$ cat config.mk
export PLATFORM = sky130hd
export DESIGN_NAME = circle_rasterizer
export DESIGN_NICKNAME = d
export VERILOG_FILES = /design/src/crast_pkg.sv /design/src/crast_front.sv /design/src/crast_queue.sv /design/src/crast_back.sv /design/src/circle_rasterizer.sv
export SDC_FILE = /design/constraint.sdc
export NUM_CORES = 1
export LEC_CHECK = 0
export BUFFER_PORTS_ARGS = -buffer_cell sky130_fd_sc_hd__buf_2
export CORE_AREA = 4 4 258 260
export CTS_CLUSTER_DIAMETER = 120
export DETAILED_ROUTE_END_ITERATION = 8
export DIE_AREA = 0 0 262 264
export PLACE_DENSITY_LB_ADDON = 0.15
export SYNTH_ARGS = -nofsm -noshare
export SYNTH_HDL_FRONTEND = slang
export SYNTH_SLANG_ARGS = --single-unit
$ cat constraint.sdc
create_clock -name i_clk -period 6.9 [get_ports i_clk]
set_input_delay 1.38 -clock i_clk [delete_from_list [all_inputs] [get_ports i_clk]]
set_output_delay 1.38 -clock i_clk [all_outputs]
set_load 0.05 [all_outputs]
$ cat src/crast_pkg.sv
// Shared widths, codes and structs for the circle rasteriser.
// Used by every module under src; depends on nothing.
`timescale 1ns / 1ps

package crast_pkg;

    localparam int COORD_BITS  = 12;
    localparam int RADIUS_BITS = 11;
    localparam int OUT_BITS    = COORD_BITS + 1;
    localparam int OFS_BITS    = RADIUS_BITS + 1;
    localparam int DEC_BITS    = RADIUS_BITS + 2;
    localparam int DCALC_BITS  = RADIUS_BITS + 3;
    localparam int CALC_BITS   = ((COORD_BITS > OFS_BITS) ? COORD_BITS : OFS_BITS) + 1;
    localparam int COLOR_BITS  = 32;

    localparam int QUEUE_DEPTH = 2;
    localparam int QPTR_BITS   = (QUEUE_DEPTH > 1) ? $clog2(QUEUE_DEPTH) : 1;
    localparam int QCNT_BITS   = $clog2(QUEUE_DEPTH + 1);

    localparam int IDX_BITS    = 3;

    typedef enum logic {
        ACT_LOAD = 1'b0,
        ACT_STEP = 1'b1
    } t_action;

    localparam logic [IDX_BITS-1:0] LAST_FILLED  = IDX_BITS'(3);
    localparam logic [IDX_BITS-1:0] LAST_OUTLINE = IDX_BITS'(7);

    // One loop iteration, as handed from the front to the back.
    typedef struct packed {
        logic signed [COORD_BITS-1:0] cx;
        logic signed [COORD_BITS-1:0] cy;
        logic signed [OFS_BITS-1:0]   ox;
        logic signed [OFS_BITS-1:0]   oy;
        logic                         filled;
        logic [COLOR_BITS-1:0]        color;
        logic                         done;
    } t_job;

    typedef struct packed {
        logic full;
        logic empty;
    } t_q_stat;

endpackage

$ cat src/crast_front.sv
// Front end: takes load and step transfers, holds the circle and runs the
// decision update, then pushes one job per step while busy. Depends on crast_pkg.
`timescale 1ns / 1ps

module crast_front (
    input  logic                                 i_clk,
    input  logic                                 i_rst_n,
    input  logic                                 i_accept,
    input  logic                                 i_action,
    input  logic signed [crast_pkg::COORD_BITS-1:0]  i_center_x,
    input  logic signed [crast_pkg::COORD_BITS-1:0]  i_center_y,
    input  logic [crast_pkg::RADIUS_BITS-1:0]    i_radius,
    input  logic                                 i_filled,
    input  logic [crast_pkg::COLOR_BITS-1:0]     i_color,
    output logic                                 o_push,
    output crast_pkg::t_job                      o_job
);
    import crast_pkg::*;

    logic                          r_busy, n_busy;
    logic signed [COORD_BITS-1:0]  r_cx, n_cx;
    logic signed [COORD_BITS-1:0]  r_cy, n_cy;
    logic [RADIUS_BITS-1:0]        r_r, n_r;
    logic                          r_filled, n_filled;
    logic [COLOR_BITS-1:0]         r_color, n_color;
    logic signed [OFS_BITS-1:0]    r_x, n_x;
    logic signed [OFS_BITS-1:0]    r_y, n_y;
    logic signed [DEC_BITS-1:0]    r_d, n_d;

    logic signed [DCALC_BITS-1:0]  d_ext, x_ext, y_ext, r_ext;
    logic signed [DCALC_BITS-1:0]  upd_d;
    logic signed [OFS_BITS-1:0]    upd_x, upd_y;
    logic                          upd_done;

    // Three-way decision rule of the scheme.
    always_comb begin
        d_ext = DCALC_BITS'(r_d);
        x_ext = DCALC_BITS'(r_x);
        y_ext = DCALC_BITS'(r_y);
        r_ext = $signed(DCALC_BITS'(r_r));
        upd_x = r_x;
        upd_y = r_y;
        priority if (d_ext >= x_ext + x_ext) begin
            upd_d = d_ext - (x_ext + x_ext) - DCALC_BITS'(1);
            upd_x = r_x + OFS_BITS'(1);
        end else if (d_ext < (r_ext - y_ext) + (r_ext - y_ext)) begin
            upd_d = d_ext + (y_ext + y_ext) - DCALC_BITS'(1);
            upd_y = r_y - OFS_BITS'(1);
        end else begin
            upd_d = d_ext + ((y_ext - x_ext - DCALC_BITS'(1)) <<< 1);
            upd_x = r_x + OFS_BITS'(1);
            upd_y = r_y - OFS_BITS'(1);
        end
        upd_done = (upd_y < upd_x);
    end

    assign o_push = i_accept && (t_action'(i_action) == ACT_STEP) && r_busy;

    always_comb begin
        o_job.cx     = r_cx;
        o_job.cy     = r_cy;
        o_job.ox     = r_x;
        o_job.oy     = r_y;
        o_job.filled = r_filled;
        o_job.color  = r_color;
        o_job.done   = upd_done;
    end

    always_comb begin
        n_busy   = r_busy;
        n_cx     = r_cx;
        n_cy     = r_cy;
        n_r      = r_r;
        n_filled = r_filled;
        n_color  = r_color;
        n_x      = r_x;
        n_y      = r_y;
        n_d      = r_d;
        if (i_accept && (t_action'(i_action) == ACT_LOAD)) begin
            n_busy   = 1'b1;
            n_cx     = i_center_x;
            n_cy     = i_center_y;
            n_r      = i_radius;
            n_filled = i_filled;
            n_color  = i_color;
            n_x      = '0;
            n_y      = $signed(OFS_BITS'(i_radius));
            n_d      = $signed(DEC_BITS'(i_radius)) - DEC_BITS'(1);
        end else if (o_push) begin
            n_busy = !upd_done;
            n_x    = upd_x;
            n_y    = upd_y;
            n_d    = DEC_BITS'(upd_d);
        end
    end

    always_ff @(posedge i_clk) begin
        if (!i_rst_n) begin
            r_busy   <= 1'b0;
            r_cx     <= '0;
            r_cy     <= '0;
            r_r      <= '0;
            r_filled <= 1'b0;
            r_color  <= '0;
            r_x      <= '0;
            r_y      <= '0;
            r_d      <= '0;
        end else begin
            r_busy   <= n_busy;
            r_cx     <= n_cx;
            r_cy     <= n_cy;
            r_r      <= n_r;
            r_filled <= n_filled;
            r_color  <= n_color;
            r_x      <= n_x;
            r_y      <= n_y;
            r_d      <= n_d;
        end
    end

endmodule

$ cat src/crast_queue.sv
// Short job queue between the front and back ends, built from flip-flops.
// Depends on crast_pkg for the job type and depth.
`timescale 1ns / 1ps

module crast_queue (
    input  logic               i_clk,
    input  logic               i_rst_n,
    input  logic               i_push,
    input  crast_pkg::t_job    i_job,
    input  logic               i_pop,
    output crast_pkg::t_job    o_job,
    output crast_pkg::t_q_stat o_stat
);
    import crast_pkg::*;

    t_job                 r_mem [QUEUE_DEPTH];
    logic [QPTR_BITS-1:0] r_wr, n_wr;
    logic [QPTR_BITS-1:0] r_rd, n_rd;
    logic [QCNT_BITS-1:0] r_cnt, n_cnt;

    function automatic logic [QPTR_BITS-1:0] bump(input logic [QPTR_BITS-1:0] p);
        logic [QPTR_BITS-1:0] q;
        q = (p == QPTR_BITS'(QUEUE_DEPTH - 1)) ? '0 : p + QPTR_BITS'(1);
        return q;
    endfunction

    assign o_stat.full  = (r_cnt == QCNT_BITS'(QUEUE_DEPTH));
    assign o_stat.empty = (r_cnt == '0);
    assign o_job        = r_mem[r_rd];

    always_comb begin
        n_wr  = i_push ? bump(r_wr) : r_wr;
        n_rd  = i_pop ? bump(r_rd) : r_rd;
        n_cnt = r_cnt;
        if (i_push && !i_pop) begin
            n_cnt = r_cnt + QCNT_BITS'(1);
        end else if (i_pop && !i_push) begin
            n_cnt = r_cnt - QCNT_BITS'(1);
        end
    end

    always_ff @(posedge i_clk) begin
        if (i_push) begin
            r_mem[r_wr] <= i_job;
        end
    end

    always_ff @(posedge i_clk) begin
        if (!i_rst_n) begin
            r_wr  <= '0;
            r_rd  <= '0;
            r_cnt <= '0;
        end else begin
            r_wr  <= n_wr;
            r_rd  <= n_rd;
            r_cnt <= n_cnt;
        end
    end

endmodule

$ cat src/crast_back.sv
// Back end: expands one job into its four spans or eight points, one per
// cycle unless stalled, into a registered output stage. Depends on crast_pkg.
`timescale 1ns / 1ps

module crast_back (
    input  logic                                i_clk,
    input  logic                                i_rst_n,
    input  crast_pkg::t_job                     i_job,
    input  crast_pkg::t_q_stat                  i_stat,
    output logic                                o_pop,
    output logic                                o_valid,
    input  logic                                i_stall,
    output logic signed [crast_pkg::OUT_BITS-1:0] o_span_x_start,
    output logic signed [crast_pkg::OUT_BITS-1:0] o_span_x_end,
    output logic signed [crast_pkg::OUT_BITS-1:0] o_span_y,
    output logic [crast_pkg::COLOR_BITS-1:0]    o_pixel_color,
    output logic                                o_last_of_step,
    output logic                                o_circle_done
);
    import crast_pkg::*;

    t_job                 r_job, n_job;
    logic                 r_active, n_active;
    logic [IDX_BITS-1:0]  r_idx, n_idx;
    logic                 r_ovalid, n_ovalid;
    logic signed [OUT_BITS-1:0] r_xs, r_xe, r_y;
    logic [COLOR_BITS-1:0] r_color;
    logic                 r_last, r_done;

    logic signed [CALC_BITS-1:0] cx, cy, ox, oy;
    logic signed [OUT_BITS-1:0]  cx_p_ox, cx_m_ox, cx_p_oy, cx_m_oy;
    logic signed [OUT_BITS-1:0]  cy_p_ox, cy_m_ox, cy_p_oy, cy_m_oy;
    logic signed [OUT_BITS-1:0]  s_xs, s_xe, s_y;
    logic                        s_last;
    logic                        out_load, emit;

    always_comb begin
        cx = CALC_BITS'(r_job.cx);
        cy = CALC_BITS'(r_job.cy);
        ox = CALC_BITS'(r_job.ox);
        oy = CALC_BITS'(r_job.oy);
        cx_p_ox = OUT_BITS'(cx + ox);
        cx_m_ox = OUT_BITS'(cx - ox);
        cx_p_oy = OUT_BITS'(cx + oy);
        cx_m_oy = OUT_BITS'(cx - oy);
        cy_p_ox = OUT_BITS'(cy + ox);
        cy_m_ox = OUT_BITS'(cy - ox);
        cy_p_oy = OUT_BITS'(cy + oy);
        cy_m_oy = OUT_BITS'(cy - oy);
    end

    // Result selection for the current index; filled spans use only 0..3.
    always_comb begin
        s_xs = cx_p_ox;
        s_xe = cx_p_ox;
        s_y  = cy_p_oy;
        if (r_job.filled) begin
            s_last = (r_idx == LAST_FILLED);
            unique case (r_idx[1:0])
                2'd0: begin s_xs = cx_m_oy; s_xe = cx_p_oy; s_y = cy_p_ox; end
                2'd1: begin s_xs = cx_m_ox; s_xe = cx_p_ox; s_y = cy_p_oy; end
                2'd2: begin s_xs = cx_m_ox; s_xe = cx_p_ox; s_y = cy_m_oy; end
                default: begin s_xs = cx_m_oy; s_xe = cx_p_oy; s_y = cy_m_ox; end
            endcase
        end else begin
            s_last = (r_idx == LAST_OUTLINE);
            unique case (r_idx)
                3'd0: begin s_xs = cx_p_ox; s_y = cy_p_oy; end
                3'd1: begin s_xs = cx_p_oy; s_y = cy_p_ox; end
                3'd2: begin s_xs = cx_m_ox; s_y = cy_p_oy; end
                3'd3: begin s_xs = cx_m_oy; s_y = cy_p_ox; end
                3'd4: begin s_xs = cx_p_ox; s_y = cy_m_oy; end
                3'd5: begin s_xs = cx_p_oy; s_y = cy_m_ox; end
                3'd6: begin s_xs = cx_m_ox; s_y = cy_m_oy; end
                default: begin s_xs = cx_m_oy; s_y = cy_m_ox; end
            endcase
            s_xe = s_xs;
        end
    end

    assign out_load = !r_ovalid || !i_stall;
    assign emit     = r_active && out_load;
    // A new job is taken in the cycle the previous one hands over its last result.
    assign o_pop    = !i_stat.empty && (!r_active || (emit && s_last));

    always_comb begin
        n_job    = r_job;
        n_active = r_active;
        n_idx    = r_idx;
        n_ovalid = r_ovalid;
        if (out_load) begin
            n_ovalid = emit;
        end
        if (emit) begin
            n_idx = r_idx + IDX_BITS'(1);
            if (s_last) begin
                n_active = 1'b0;
            end
        end
        if (o_pop) begin
            n_job    = i_job;
            n_active = 1'b1;
            n_idx    = '0;
        end
    end

    always_ff @(posedge i_clk) begin
        if (!i_rst_n) begin
            r_active <= 1'b0;
            r_idx    <= '0;
            r_ovalid <= 1'b0;
        end else begin
            r_active <= n_active;
            r_idx    <= n_idx;
            r_ovalid <= n_ovalid;
        end
    end

    always_ff @(posedge i_clk) begin
        r_job <= n_job;
        if (emit) begin
            r_xs    <= s_xs;
            r_xe    <= s_xe;
            r_y     <= s_y;
            r_color <= r_job.color;
            r_last  <= s_last;
            r_done  <= s_last && r_job.done;
        end
    end

    assign o_valid        = r_ovalid;
    assign o_span_x_start = r_xs;
    assign o_span_x_end   = r_xe;
    assign o_span_y       = r_y;
    assign o_pixel_color  = r_color;
    assign o_last_of_step = r_last;
    assign o_circle_done  = r_done;

endmodule

$ cat src/circle_rasterizer.sv
// Top level of the circle rasteriser: front end, job queue and back end.
// Depends on crast_pkg, crast_front, crast_queue and crast_back.
//
//  channel | direction | handshake          | payload
//  --------+-----------+--------------------+-------------------------------------------
//  items   | in        | i_valid / o_stall  | action, centre x/y, radius, filled, colour
//  results | out       | o_valid / i_stall  | span x start/end, span y, colour, flags
//
// A load is taken and gives no result. A step is taken and queued; the back
// end then sends 8 outline points or 4 filled spans, one per cycle while the
// result side does not stall, through the single output register.
// Reset is synchronous and active low and clears all control state.
// o_stall rises only when the two-entry job queue is full; a stall on the
// result side holds the output register and backs up into that queue.
`timescale 1ns / 1ps

module circle_rasterizer (
    input  logic                                 i_clk,
    input  logic                                 i_rst_n,
    input  logic                                 i_valid,
    output logic                                 o_stall,
    input  logic                                 i_action,
    input  logic signed [crast_pkg::COORD_BITS-1:0] i_center_x,
    input  logic signed [crast_pkg::COORD_BITS-1:0] i_center_y,
    input  logic [crast_pkg::RADIUS_BITS-1:0]    i_radius,
    input  logic                                 i_filled,
    input  logic [crast_pkg::COLOR_BITS-1:0]     i_color,
    output logic                                 o_valid,
    input  logic                                 i_stall,
    output logic signed [crast_pkg::OUT_BITS-1:0] o_span_x_start,
    output logic signed [crast_pkg::OUT_BITS-1:0] o_span_x_end,
    output logic signed [crast_pkg::OUT_BITS-1:0] o_span_y,
    output logic [crast_pkg::COLOR_BITS-1:0]     o_pixel_color,
    output logic                                 o_last_of_step,
    output logic                                 o_circle_done
);
    import crast_pkg::*;

    logic    accept;
    logic    push, pop;
    t_job    push_job, head_job;
    t_q_stat q_stat;

    assign o_stall = q_stat.full;
    assign accept  = i_valid && !o_stall;

    crast_front u_front (
        .i_clk      (i_clk),
        .i_rst_n    (i_rst_n),
        .i_accept   (accept),
        .i_action   (i_action),
        .i_center_x (i_center_x),
        .i_center_y (i_center_y),
        .i_radius   (i_radius),
        .i_filled   (i_filled),
        .i_color    (i_color),
        .o_push     (push),
        .o_job      (push_job)
    );

    crast_queue u_queue (
        .i_clk   (i_clk),
        .i_rst_n (i_rst_n),
        .i_push  (push),
        .i_job   (push_job),
        .i_pop   (pop),
        .o_job   (head_job),
        .o_stat  (q_stat)
    );

    crast_back u_back (
        .i_clk          (i_clk),
        .i_rst_n        (i_rst_n),
        .i_job          (head_job),
        .i_stat         (q_stat),
        .o_pop          (pop),
        .o_valid        (o_valid),
        .i_stall        (i_stall),
        .o_span_x_start (o_span_x_start),
        .o_span_x_end   (o_span_x_end),
        .o_span_y       (o_span_y),
        .o_pixel_color  (o_pixel_color),
        .o_last_of_step (o_last_of_step),
        .o_circle_done  (o_circle_done)
    );

    a_no_push_full: assert property (@(posedge i_clk) disable iff (!i_rst_n)
        !(push && q_stat.full && !pop))
        else $error("job pushed into a full queue");

    a_no_pop_empty: assert property (@(posedge i_clk) disable iff (!i_rst_n)
        !(pop && q_stat.empty))
        else $error("job popped from an empty queue");

    a_done_is_last: assert property (@(posedge i_clk) disable iff (!i_rst_n)
        (o_valid && o_circle_done) |-> o_last_of_step)
        else $error("circle finished on a result that does not end its step");

    a_push_shows_up: assert property (@(posedge i_clk) disable iff (!i_rst_n)
        push |=> !q_stat.empty)
        else $error("queue empty right after a push");

endmodule

Word level (Yosys, flattened, before mapping)
Memories as Yosys holds them, arrays and structs flattened. A register that Yosys moved wholly into a read port is not among the register bits.
Cells that the tools add are included.
{"block": "op_classes", "n_addsub": 27, "n_mul": 0, "div_mod_pow": 0, "n_lt_le_gt_ge": 3, "n_eq_ne": 10, "shift": 0, "n_mux": 29, "bitwise": 2, "n_reduce_logical": 37}
{"cell": "13-bit two-way mux", "n": 9}
{"cell": "13-bit one-hot mux with 3 select lines", "n": 3}
{"cell": "12-bit by 12-bit adder with 13-bit output", "n": 6}
{"cell": "12-bit by 12-bit subtractor with 13-bit output", "n": 5}
{"cell": "12-bit two-way mux", "n": 3}
{"cell": "13-bit adder", "n": 2}
{"cell": "13-bit by 2-bit subtractor with 13-bit output (second input constant)", "n": 2}
{"cell": "12-bit by 2-bit subtractor with 12-bit output (second input constant)", "n": 2}
{"cell": "11-bit two-way mux", "n": 2}
{"cell": "2-bit OR reduction", "n": 9}
{"cell": "14-bit adder", "n": 1}
{"cell": "13-bit by 14-bit < comparator with 1-bit output", "n": 1}
{"cell": "13-bit greater-or-equal comparator", "n": 1}
{"cell": "13-bit subtractor", "n": 1}
{"cell": "12-bit by 2-bit adder with 12-bit output (second input constant)", "n": 1}
{"cell": "3-bit == test (second input constant)", "n": 4}
{"cell": "12-bit < comparator", "n": 1}
{"cell": "11-bit by 1-bit subtractor with 12-bit output (second input constant)", "n": 1}
{"cell": "12-bit subtractor", "n": 1}
{"cell": "1-bit logical AND", "n": 10}
{"cell": "1-bit two-way mux", "n": 10}
{"cell": "1-bit zero test", "n": 8}
{"cell": "2-bit nonzero test", "n": 4}
{"cell": "3-bit by 2-bit == test with 1-bit output (second input constant)", "n": 2}
{"cell": "other kinds (13)", "n": 19}
{"block": "totals", "regBits": 188, "latch_bits": 0, "mem_bits_rw": 164, "rom_bits": 0, "in_bits": 73, "out_inout_bits": 75, "wordCells": 131, "n_memories": 1}
{"memory": "u_queue.r_mem", "depth": 2, "word_bits": 82, "read_ports": 1, "rd_clocked_by_memory_dff": 1, "wr": 1, "line_no": "crast_queue.sv:16", "rtl": "t_job r_mem [QUEUE_DEPTH];"}

Logic depth before layout (Yosys ltp)
{"block": "logic_depth", "depth_word": 9, "mapped_depth": 28, "ltp_nobuf": 28}

Cells and area by module
A second synthesis with hierarchy kept.
{"block": "hier_totals", "hier_cells": 2372, "area_unflattened_um2": 25209.2}
{"mod": "crast_back", "instances": 1, "cells_each": 1018, "area_per_inst_um2": 10847.9, "seq_area_each_um2": 4724.5}
{"mod": "crast_front", "instances": 1, "cells_each": 1076, "area_per_inst_um2": 8182.8, "seq_area_each_um2": 2122.0}
{"mod": "crast_queue", "instances": 1, "cells_each": 277, "area_per_inst_um2": 6164.7, "seq_area_each_um2": 5024.8}
{"mod": "circle_rasterizer", "instances": 1, "cells_each": 1, "area_per_inst_um2": 13.8, "seq_area_each_um2": 0.0}

Worst setup path before layout
No wires, ideal clock.
{"block": "synth_path", "path_type": "in2reg", "startpoint": "input i_valid", "endpoint": "memory u_queue.r_mem[0][0] in the netlist's numbering, enable pin", "setup_ns": 0.523, "t_arrival_ns": 5.375, "required_time_ns": 6.377, "path_slack_ns": 1.002, "path_stages": 4, "path_buffers": 1, "cell_sequence": "and3_1 -> nand2_1 -> clkbuf_1 -> nor2_1"}
{"block": "synth_via", "elab_chain_cells": 5}
{"item": "from (decl)", "line_no": "circle_rasterizer.sv:20", "rtl": "input logic i_valid,"}
{"item": "1-bit logical AND", "line_no": "circle_rasterizer.sv:45", "rtl": "assign accept = i_valid && !o_stall;"}
{"item": "1-bit logical AND (2 in a row)", "line_no": "crast_front.sv:57", "rtl": "assign o_push = i_accept && (t_action'(i_action) == ACT_STEP) && r_busy;"}
{"item": "1-bit two-way mux", "line_no": "crast_queue.sv:43", "rtl": "if (i_push) begin"}
{"item": "1-bit two-way mux (not written as such)", "line_no": "crast_queue.sv:44", "rtl": "r_mem[r_wr] <= i_job;"}
{"item": "to (decl)", "line_no": "crast_queue.sv:16"}
Every way passes these cells.

==> metrics.txt <==
Setup Total Neg Slack=0 ns; crit-path most repeated cell=a21o_1; vias per cell=5.42; Final nets=2778; setup violators final=0; clock share of power=a little under a fifth; Final WS setup=between 0.6 and 0.7 ns; CP Launch Type=flip-flop; Initial Util=38.7%; dpl ws=0.546 ns; total CTS buffers=between 40 and 50; Sink Count=433; total number of vias=~18000; RSZ-0062 raised after global routing=false; ys flop type=edfxtp_1; IO Port Bufs=147; FF+latch area=0.0119 mm²; Syn-to-layout area delta=13.2%; clk buf depth=3; layout cell share with drive strength beyond 1=between 10 and 15%; Syn Nets=2662; number of fill cells=6134; Worst-path clk slew=0.06 ns; Max Cap Viol=0; Slew Viols, Final=0; global-route wire length before repair=108 mm; slowest CP cell=dfxtp_1; EDFF count, synth=~320; flops & latches, synth=approximately 430; sequential share of power=around 28%; Tot Pwr=roughly 0.014 W; Critical Path RT=7.36 ns; Placeable Area=0.0641 mm²; Initial DRT Pass Iterations=5; Crit Path Max Fanout=8; Iteration-0 DRC Markers=approximately 1100; pin slew with the least headroom to its limit=1.10 ns; H-tree Lvls=2; WL final=70.9 mm; final period utilization=between 90% and 100%; worst skew pair latency=0.60 ns; GPL Wtd Cong=approximately 0.92; die width=262 µm; asr flop ratio synth=0%; Max Freq=around 160 MHz; cells after synthesis=2378; FP Rows=93; P_int=slightly below 0.008 W; GRT Overall Usage=approximately 20%; Final Skew=about 0.023 ns; DRC Markers=0; worst hold path type=reg2reg; yosys warns=0; post-route ant nets=0; worst hold margin=~0.4 ns; sw power=approximately 0.0062 W; CTS tree=done; vias in the first global route=18200; hold buffer count at CTS=0; status=finished clean; sequential share of the synthesized area=47.8%; cts repair resizes=0; unique cell type count in the Yosys netlist=slightly above 80; pin count of the biggest net entering global routing=66; synthesized area per cell=10.4 µm²; worst setup path class=reg2reg; Worst Path Arrival=6.72 ns; CP peak stage delay=0.47 ns; main area contributors after synthesis=edfxtp_1, ha_1, dfxtp_1; Post-Syn Area=~0.025 mm²; element type at the critical path end=flip-flop; post-synth top area cell=edfxtp_1; Static Leak=10.7 nW; Net Sw Frac=between 40% and 50%; worst vdd ir=0.000182 V; initial antenna violation count=0; Die Height=between 200 and 300 µm; multi-input logic area=0.0120 mm²; final hold vios=0; Diodes inserted=0; pwr dens=503 mW/mm²; WL/cell=20.9 µm; Period minus WS final=roughly 6.3 ns; Setup Buffers After CTS=0; root buf cell=clkbuf_16; HPWL after DPL=just over 50 mm; Synth top area share=38.5%; Comb pwr share=53.4%; grt total ovfl=0; I/O pin cnt=148; Max-Slew Margin vs Limit=roughly a quarter; Die ar.=between 0.06 and 0.07 mm²
## cells in the final DEF, fill, tap and decap left out, drive strengths merged, types with 15 or more instances in the layout
master  netlist  routed
xor2         45      45
mux2         84      84
and3         18      18
nand2       250     250
nor2b        27      27
inv         155     157
nand2b       31      31
a31oi        29      29
or3          25      25
dfxtp       115     115
edfxtp      318     318
xnor2       109     109
ha          198     198
o21bai       15      15
nor2        146     146
nand3        30      30
mux2i        23      23
buf          11     171
clkinv        0      20
a211oi       28      28
a21o         32      32
a21oi       189     189
nor3         55      55
o21ai       106     106
o211ai       25      25
clkbuf       94      61
## cell type report
| cell class | count | area share, % |
|---|---|---|
| multi-input combinational | 1685 | 42.7 |
| sequential | 433 | 42.2 |
| clock buffer | 61 | 4.74 |
| tap | 855 | 3.81 |
| timing repair buffer | 171 | 3.31 |
| inverter | 155 | 2.08 |
| clock inverter | 28 | 1.12 |
## metal layers
metal  GRT usage [%]  part of all wire, %  up-vias
met5               0                    0        -
met3            2.44                  4.0      117
li1                -                    -     8884
met1            26.2                   43     8928
met2            34.6                   49      423
met4            6.79                  3.6        0
## worst paths after layout
| check | startpoint | end | slack, ns | cells past startpoint |
|---|---|---|---|---|
| hold reg to reg | u_back.r_job[13] | u_back.o_pixel_color[12] | 0.41 | 0 |
| setup / recovery | u_front.r_y[2] | u_front.r_busy | 0.64 | 27 |
| setup reg to reg | u_front.r_y[2] | u_front.r_busy | 0.64 | 27 |
| hold / removal | u_back.r_job[13] | u_back.o_pixel_color[12] | 0.41 | 0 |
## synth_stat cells, types with 11 or more instances
master and instances:
a211oi_1 28, a21o_1 32, a21oi_1 188, a221oi_1 12, a222oi_1 11, a31oi_1 29
and3_1 17, clkbuf_1 93, dfxtp_1 115, edfxtp_1 318, fa_1 13, ha_1 198
inv_1 154, mux2_2 84, mux2i_1 23, nand2_1 249, nand2b_1 31, nand3_1 30
nor2_1 145, nor2b_1 27, nor3_1 55, nor4_1 11, o211ai_1 25, o21a_1 11
o21ai_0 105, o21bai_1 15, o22ai_1 14, or3_1 25, xnor2_1 109, xor2_1 45
## cell families after synthesis
kind of cell	after synthesis	share of synthesized area (%)
AO/OA/AOI/OAI	572	15.1
XOR/XNOR	154	5.44
adder cells (fa/ha/maj)	211	11.0
buffers and inverters	260	4.01
flip-flops	433	47.8
multiplexers	107	4.74
AND/OR/NAND/NOR	641	11.9
## registers in the layout, indices dropped and copies added (netlist names), 2 cells and up
| name | count |
|---|---|
| u_back.o_span_x_end | 13 |
| u_front.r_d | 13 |
| u_front.r_cx | 12 |
| u_back.o_span_x_start | 12 |
| u_front.r_r | 11 |
| u_back.ox | 12 |
| u_back.o_pixel_color | 32 |
| u_front.r_y | 12 |
| u_front.r_cy | 12 |
| u_back.r_idx | 3 |
| u_back.cy | 12 |
| u_queue.r_cnt | 2 |
| u_front.r_x | 12 |
| u_queue.r_mem | 164 |
| u_front.r_color | 32 |
| u_back.r_job | 34 |
| u_back.oy | 12 |
| u_back.o_span_y | 13 |
| u_back.cx | 12 |
## critical path: cells and delay by family, from the launching register on
kind	cells	cell delay [ns]
AND/OR/NAND/NOR	5	1.06
flip-flops	1	0.47
buffers and inverters	1	0.20
AO/OA/AOI/OAI	17	3.27
adder cells (fa/ha/maj)	3	0.97
XOR/XNOR	1	0.14
## stage by stage
step,util (%),std cells,cell area [µm²]
after floorplan,-,2378,24800
after CTS,43.8,3388,28100
final,43.8,3388,28100
after global placement,41.2,3299,26400
after global routing,43.8,3388,28100
after detailed placement,41.2,3299,26400
## power by group through the flow
stage	clock (W)	combinational (W)	sequential, W
finish	0.00266	0.00754	0.00391
global route	0.00285	0.00829	0.00396
CTS	0.00274	0.00752	0.00392
detailed placement	0	0.00747	0.00397
global placement	0	0.00742	0.00396
floorplan	0	0.00513	0.00434
(Power assumes the default switching activity.)
